===== config.mk =====
export PLATFORM = sky130hd
export DESIGN_NAME = crc20_word_stream_top
export DESIGN_NICKNAME = d
export VERILOG_FILES = /design/src/rtl/core/crc20ws_pkg.sv /design/src/rtl/core/crc20ws_in_stage.sv /design/src/rtl/core/crc20ws_engine.sv /design/src/rtl/core/crc20ws_out_stage.sv /design/src/rtl/core/crc20_word_stream_top.sv
export SDC_FILE = /design/constraint.sdc
export NUM_CORES = 1
export LEC_CHECK = 0
export BUFFER_PORTS_ARGS = -buffer_cell sky130_fd_sc_hd__buf_2
export CORE_MARGIN = 10
export CORE_UTILIZATION = 25
export DETAILED_ROUTE_END_ITERATION = 7
export GPL_ROUTABILITY_DRIVEN = 0
export GPL_TIMING_DRIVEN = 0
export RECOVER_POWER = 50
export SYNTH_ARGS = -nofsm -noshare
export SYNTH_HDL_FRONTEND = slang
export SYNTH_SLANG_ARGS = --single-unit

===== constraint.sdc =====
create_clock -name clk -period 6.4 [get_ports clk]
set_input_delay 0.64 -clock clk [delete_from_list [all_inputs] [get_ports clk]]
set_output_delay 0.64 -clock clk [all_outputs]
set_load 0.03 [all_outputs]

===== src/rtl/core/crc20ws_pkg.sv =====
// Package for the CRC-20 word stream block: CRC width, polynomial, seed,
// the single-bit shift step and the control struct shared between stages.
// No dependencies.
`timescale 1ns / 1ps

package crc20ws_pkg;

  localparam int CRC_BITS = 20;
  // tdata width on the result side: CRC padded up to whole bytes
  localparam int OUT_TDATA_W = ((CRC_BITS + 7) / 8) * 8;

  typedef logic [CRC_BITS-1:0] crc_t;

  localparam crc_t CRC_POLY = 20'hC1ACF;
  localparam crc_t CRC_INIT = 20'hFFFFF;
  localparam crc_t CRC_TOP  = 20'h80000;

  // Control flags of the item held in the input register
  typedef struct packed {
    logic valid;
    logic last;
  } crc20ws_ctl_t;

  // One augmented MSB-first step: shift left, take the bit in at the bottom,
  // fold the polynomial in when the old top bit was set.
  function automatic crc_t crc_shift(crc_t r, logic b);
    logic fb;
    crc_t n;
    fb = r[CRC_BITS-1];
    n  = {r[CRC_BITS-2:0], b};
    if (fb) begin
      n = n ^ CRC_POLY;
    end
    return n;
  endfunction

  // Indirect form of the initial value: run the shift backwards CRC_BITS times.
  function automatic crc_t crc_indirect_init();
    crc_t r;
    r = CRC_INIT;
    for (int n = 0; n < CRC_BITS; n++) begin
      if (r[0]) begin
        r = (r >> 1) ^ (CRC_TOP | (CRC_POLY >> 1));
      end else begin
        r = r >> 1;
      end
    end
    return r;
  endfunction

  localparam crc_t CRC_SEED = crc_indirect_init();

endpackage


===== src/rtl/core/crc20ws_in_stage.sv =====
// Input register of the CRC-20 word stream block: holds one word and its
// last flag until the engine takes it. Depends on crc20ws_pkg.
`timescale 1ns / 1ps

module crc20ws_in_stage #(
  parameter int WORD_BITS = 32
) (
  input  logic                      clk,
  input  logic                      rst,
  input  logic                      s_tvalid,
  output logic                      s_tready,
  input  logic [WORD_BITS-1:0]      s_word,
  input  logic                      s_last,
  input  logic                      advance,
  output logic [WORD_BITS-1:0]      word,
  output crc20ws_pkg::crc20ws_ctl_t ctl
);
  import crc20ws_pkg::*;

  logic valid;
  logic valid_next;
  logic last;
  logic accept;

  // free when empty or when the held item leaves this cycle
  assign s_tready = !valid || advance;
  assign accept   = s_tvalid && s_tready;

  always_comb begin
    valid_next = valid;
    if (accept) begin
      valid_next = 1'b1;
    end else if (advance) begin
      valid_next = 1'b0;
    end
  end

  always_ff @(posedge clk) begin
    if (rst) begin
      valid <= 1'b0;
    end else begin
      valid <= valid_next;
    end
  end

  always_ff @(posedge clk) begin
    if (accept) begin
      word <= s_word;
      last <= s_last;
    end
  end

  assign ctl.valid = valid;
  assign ctl.last  = last;

endmodule


===== src/rtl/core/crc20ws_engine.sv =====
// CRC engine: absorbs the held word into the CRC register and, for a last
// word, appends the zero flush and reseeds. Depends on crc20ws_pkg.
`timescale 1ns / 1ps

module crc20ws_engine #(
  parameter int WORD_BITS = 32
) (
  input  logic                      clk,
  input  logic                      rst,
  input  logic [WORD_BITS-1:0]      word,
  input  crc20ws_pkg::crc20ws_ctl_t ctl,
  input  logic                      out_free,
  output logic                      advance,
  output logic                      result_valid,
  output crc20ws_pkg::crc_t         result
);
  import crc20ws_pkg::*;

  crc_t crc_register;
  crc_t crc_register_next;
  crc_t absorbed;
  crc_t flushed;

  // a last word needs room in the output register
  assign advance      = ctl.valid && (!ctl.last || out_free);
  assign result_valid = advance && ctl.last;

  // Linear in data and state: both loops collapse into XOR trees.
  always_comb begin
    absorbed = crc_register;
    for (int k = WORD_BITS - 1; k >= 0; k--) begin
      absorbed = crc_shift(absorbed, word[k]);
    end
    flushed = absorbed;
    for (int k = 0; k < CRC_BITS; k++) begin
      flushed = crc_shift(flushed, 1'b0);
    end
  end

  assign result = flushed;

  always_comb begin
    crc_register_next = crc_register;
    if (advance) begin
      crc_register_next = ctl.last ? CRC_SEED : absorbed;
    end
  end

  always_ff @(posedge clk) begin
    if (rst) begin
      crc_register <= CRC_SEED;
    end else begin
      crc_register <= crc_register_next;
    end
  end

endmodule


===== src/rtl/core/crc20ws_out_stage.sv =====
// Output register of the CRC-20 word stream block: holds a finished CRC
// until the downstream side takes it. Depends on crc20ws_pkg.
`timescale 1ns / 1ps

module crc20ws_out_stage (
  input  logic              clk,
  input  logic              rst,
  input  logic              load,
  input  crc20ws_pkg::crc_t value,
  output logic              out_free,
  output logic              m_tvalid,
  input  logic              m_tready,
  output crc20ws_pkg::crc_t m_crc
);
  import crc20ws_pkg::*;

  logic valid;
  logic valid_next;

  assign out_free = !valid || m_tready;

  always_comb begin
    valid_next = valid;
    if (load) begin
      valid_next = 1'b1;
    end else if (m_tready) begin
      valid_next = 1'b0;
    end
  end

  always_ff @(posedge clk) begin
    if (rst) begin
      valid <= 1'b0;
    end else begin
      valid <= valid_next;
    end
  end

  always_ff @(posedge clk) begin
    if (load) begin
      m_crc <= value;
    end
  end

  assign m_tvalid = valid;

endmodule


===== src/rtl/core/crc20_word_stream_top.sv =====
// Top level of the CRC-20 word stream block (polynomial 0xC1ACF, augmented,
// MSB first). Depends on crc20ws_pkg, crc20ws_in_stage, crc20ws_engine,
// crc20ws_out_stage.
//
//   channel   dir   tdata                          tlast
//   s_axis    in    data_word[WORD_BITS-1:0]       last_word
//   m_axis    out   crc_value[19:0], zero padded   -
//
// Cycles: one word per cycle sustained, except for the stalls below. A word
// sits in the input register, where the word absorb updates the CRC register
// and the 20-bit flush forms the CRC (one XOR tree each); a last word loads
// its CRC into the output register and reseeds the CRC register.
// Reset: clears both stage valids and loads the CRC register with the seed.
// Stalls: the input register holds a last word while the output register
// is still full and not being taken; other words never wait.
`timescale 1ns / 1ps

module crc20_word_stream_top #(
  parameter int WORD_BITS = 32
) (
  input  logic                                   clk,
  input  logic                                   rst,
  input  logic                                   s_tvalid,
  output logic                                   s_tready,
  // data_word from bit 0, zero padding to whole bytes above
  input  logic [((WORD_BITS + 7) / 8) * 8 - 1:0] s_tdata,
  input  logic                                   s_tlast,
  output logic                                   m_tvalid,
  input  logic                                   m_tready,
  // crc_value from bit 0, zero padding to whole bytes above
  output logic [crc20ws_pkg::OUT_TDATA_W-1:0]    m_tdata
);
  import crc20ws_pkg::*;

  logic [WORD_BITS-1:0] word;
  crc20ws_ctl_t         ctl;
  logic                 advance;
  logic                 result_valid;
  crc_t                 result;
  logic                 out_free;
  crc_t                 m_crc;

  // Hold the incoming transaction; padding bits of tdata are dropped here
  crc20ws_in_stage #(
    .WORD_BITS (WORD_BITS)
  ) u_in_stage (
    .clk      (clk),
    .rst      (rst),
    .s_tvalid (s_tvalid),
    .s_tready (s_tready),
    .s_word   (s_tdata[WORD_BITS-1:0]),
    .s_last   (s_tlast),
    .advance  (advance),
    .word     (word),
    .ctl      (ctl)
  );

  // Advance the CRC register by one word, flush and reseed on a last word
  crc20ws_engine #(
    .WORD_BITS (WORD_BITS)
  ) u_engine (
    .clk          (clk),
    .rst          (rst),
    .word         (word),
    .ctl          (ctl),
    .out_free     (out_free),
    .advance      (advance),
    .result_valid (result_valid),
    .result       (result)
  );

  // Hold the finished CRC until the downstream transaction completes
  crc20ws_out_stage u_out_stage (
    .clk      (clk),
    .rst      (rst),
    .load     (result_valid),
    .value    (result),
    .out_free (out_free),
    .m_tvalid (m_tvalid),
    .m_tready (m_tready),
    .m_crc    (m_crc)
  );

  assign m_tdata = {{(OUT_TDATA_W - CRC_BITS){1'b0}}, m_crc};

endmodule


==> run_results.csv <==
group,metric,value,unit
grt,antenna_found_initial,0,
floorplan,die-area,36200,um2
logic_synthesis,yosysWarnings,0,
cts,cts_setup_buffers,0,
floorplan,core_area,28600,um2
cts,clockBufferDepth,2,
route,wl_per_cell,17.6,um
place,io_buffers,58,
logic_synthesis,synthDistinctLibCells,31,
cells_and_area,nFillCells,2934,
cells_and_area,diodes,0,
worst_setup_path,worstSetupPathType,"flop to flop",
cts,clk-insertion-delay-late,0.35,ns
grt,grt_max_degree,23,
cts,cts_tree,"built",
worst_hold_path,hp-class,"input pin to flop",
logic_synthesis,synth-edff-count,53,
sta,rsz0062_at_grt,"no",
sta,setup_slack,0.307,ns
sta,setup_violations,0,
cells_and_area,nNetsFinal,626,
grt,grt_overflow,0,
place,dp_hpwl,14100,um
worst_setup_path,max_stage_delay,0.66,ns
sta,tightest_slew,2.32,ns
outcome,violations,"capacitance limit, slew limit",
worst_setup_path,endpoint,"u_out_stage.m_crc[7]$_DFFE_PP_",
worst_setup_path,cp_slowest_cell,"xnor2_1",
logic_synthesis,ys_seq_area_share,28.0,%
floorplan,placementRows,62,
worst_setup_path,crit_buf_inv,1,
logic_synthesis,synth_common_cells,"163 x xnor2_1, 76 x xnor3_1, 63 x xor2_1, 53 x edfxtp_1",
route,finalWirelength,17200,um
sta,fin_crit,6.09,ns
route,drc,0,
sta,final.setup.tns,0,ns
sta,skew,0.0117,ns
place,dp_slack,0.193,ns
cells_and_area,fin_util,29.1,%
logic_synthesis,syn_inst,516,
logic_synthesis,synth_area_leaders,"xnor3_1 24%, edfxtp_1 22%, xnor2_1 20%",
sta,slew-limit-headroom,-55.2,%
route,viasPerCell,3.90,
sta,fin_crit_sh,95.2,%
worst_setup_path,cp_common_cell,"xnor2_1",
worst_setup_path,arrival,6.19,ns
route,ant_nets,0,
grt,grt_pass1_vias,4145,
worst_setup_path,worstSetupEndpointType,"flop",
grt,grt_pass1_wl,25900,um
worst_setup_path,path_depth,13,
logic_synthesis,synth_most_common_cell,"xnor2_1",
route,dr.pass1.iters,4,
cts,numCtsBuffers,9,
logic_synthesis,synth_top_area_share,23.6,%
logic_synthesis,avgSynthCellArea,14.0,um2
route,vias,3816,
worst_setup_path,crit_chain,"buf_4 -> xor3_1 -> xnor2_1 -> xnor3_1 -> xnor2_1 -> xnor3_1 -> xnor2_1 -> xor2_1 -> xnor2_1 -> xnor3_2 -> xnor3_2 -> xnor3_2 -> xnor3_1",
floorplan,io_pins,63,
cts,clock-sinks,75,
worst_setup_path,crit_fanout,10,
worst_setup_path,r2r_slack,0.31,ns
worst_setup_path,cp.required,6.49,ns
worst_setup_path,crit_family,"XOR/XNOR gates",
sta,hold_viol,0,
sta,fmax,164,MHz
worst_setup_path,cp-startpoint,"u_engine.crc_register[18]$_SDFFE_PP1P_",
logic_synthesis,ys_async_sr_fraction,0,%
logic_synthesis,synth.cell_area,7250,um2
cts,cts-hold-fix-buffers,0,
cells_and_area,drive_above_1_share,16.2,%
grt,grtUsageTotal,9.66,%
floorplan,start_util,25.3,%
worst_setup_path,r2r_start,"u_engine.crc_register[18]$_SDFFE_PP1P_",
route,first_iter_violations,123,
cts,cts.repair.resized,0,
worst_hold_path,holdPathStages,1,
flow_run,drv_cap,1,
cells_and_area,area_delta_synth_final,15.1,%
logic_synthesis,ys_ff_latch,75,
floorplan,fp.dieW,190,um
logic_synthesis,yosysTopAreaCell,"xnor3_1",
cts,cts_root_buffer,"clkbuf_16",
cts,clk_pin_slew,0.07,ns
worst_setup_path,cp-start-kind,"flop",
outcome,status,"finished with violations",
cts,htree_levels,3,
worst_setup_path,r2r_cells,13,
logic_synthesis,ys.flop_type,"edfxtp_1",
sta,slew_violations,17,
worst_setup_path,timing.rr.end,"u_out_stage.m_crc[7]$_DFFE_PP_",
floorplan,die_y,190,um
==> layer usage <==
layer | up-vias | routed length (um) | GRT usage (%)
met5 | - | 0 | 0
met4 | 0 | 240 | 2.70
met3 | 15 | 568 | 1.52
met2 | 67 | 8610 | 16.8
met1 | 1852 | 7820 | 12.1
li1 | 1882 | - | -
==> per-stage QoR <==
step | instances | instance area (um2) | hold slack (ns)
floorplan | 519 | 7260 | 0.445
global placement | 961 | 8030 | 0.467
detailed placement | 962 | 8070 | 0.469
CTS | 978 | 8380 | 0.455
global route | 978 | 8340 | 0.458
finish | 978 | 8340 | 0.468
==> kinds of logic (layout without fill, tap and decap cells) <==
| family | Yosys count | count (layout) | share of synthesized area [%] |
|---|---|---|---|
| other | 1 | 4 | 0.0517 |
| buffers and inverters | 22 | 97 | 1.73 |
| flip-flops | 75 | 75 | 28.0 |
| XOR/XNOR | 352 | 352 | 65.9 |
| AO/OA/AOI/OAI | 22 | 22 | 1.74 |
| AND/OR/NAND/NOR | 44 | 44 | 2.54 |
==> worst min path at each step <==
stage / startpoint / end
floorplan: u_engine.crc_register[2]$_SDFFE_PP1P_ / u_engine.crc_register[2]$_SDFFE_PP1P_
global placement: u_engine.crc_register[2]$_SDFFE_PP1P_ / u_engine.crc_register[2]$_SDFFE_PP1P_
detailed placement: u_engine.crc_register[2]$_SDFFE_PP1P_ / u_engine.crc_register[2]$_SDFFE_PP1P_
CTS: s_tdata[26] / u_in_stage.word[26]$_DFFE_PP_
global route: s_tdata[26] / u_in_stage.word[26]$_DFFE_PP_
finish: s_tdata[27] / u_in_stage.word[27]$_DFFE_PP_
==> placed cells by master, fill, tap and decap left out, drive strengths merged <==
cell type  count
a21oi          9
a22oi          2
a31oi          1
and2           1
and3           1
buf           47
clkbuf        45
clkinv         2
conb           4
dfxtp         22
edfxtp        53
inv            3
nand2         10
nand3          1
nor2          22
nor2b          1
nor3           8
o211ai         4
o21ai          6
xnor2        178
xnor3         88
xor2          67
xor3          19
==> registers in the layout, summed over array words and instances, names as in the netlist <==
signal,cells
u_in_stage.word,32
u_engine.crc_register,20
u_out_stage.m_crc,20
u_in_stage.last,1
u_in_stage.valid,1
u_out_stage.m_tvalid,1
==> cell type report <==
type	count	area (um2)	area share, %
multi-input cells	422	5110	61.3
plain buffers	20	118	1.41
clock buffers	13	293	3.51
inverters	2	7.51	0.0900
flip-flops and latches	75	2030	24.4
well taps	384	480	5.76
repair buffers	59	284	3.41
clock inverters	3	16.3	0.195
Power is not shown: default switching activity piles up to over one toggle a cycle in this logic, so the estimate is an artifact.
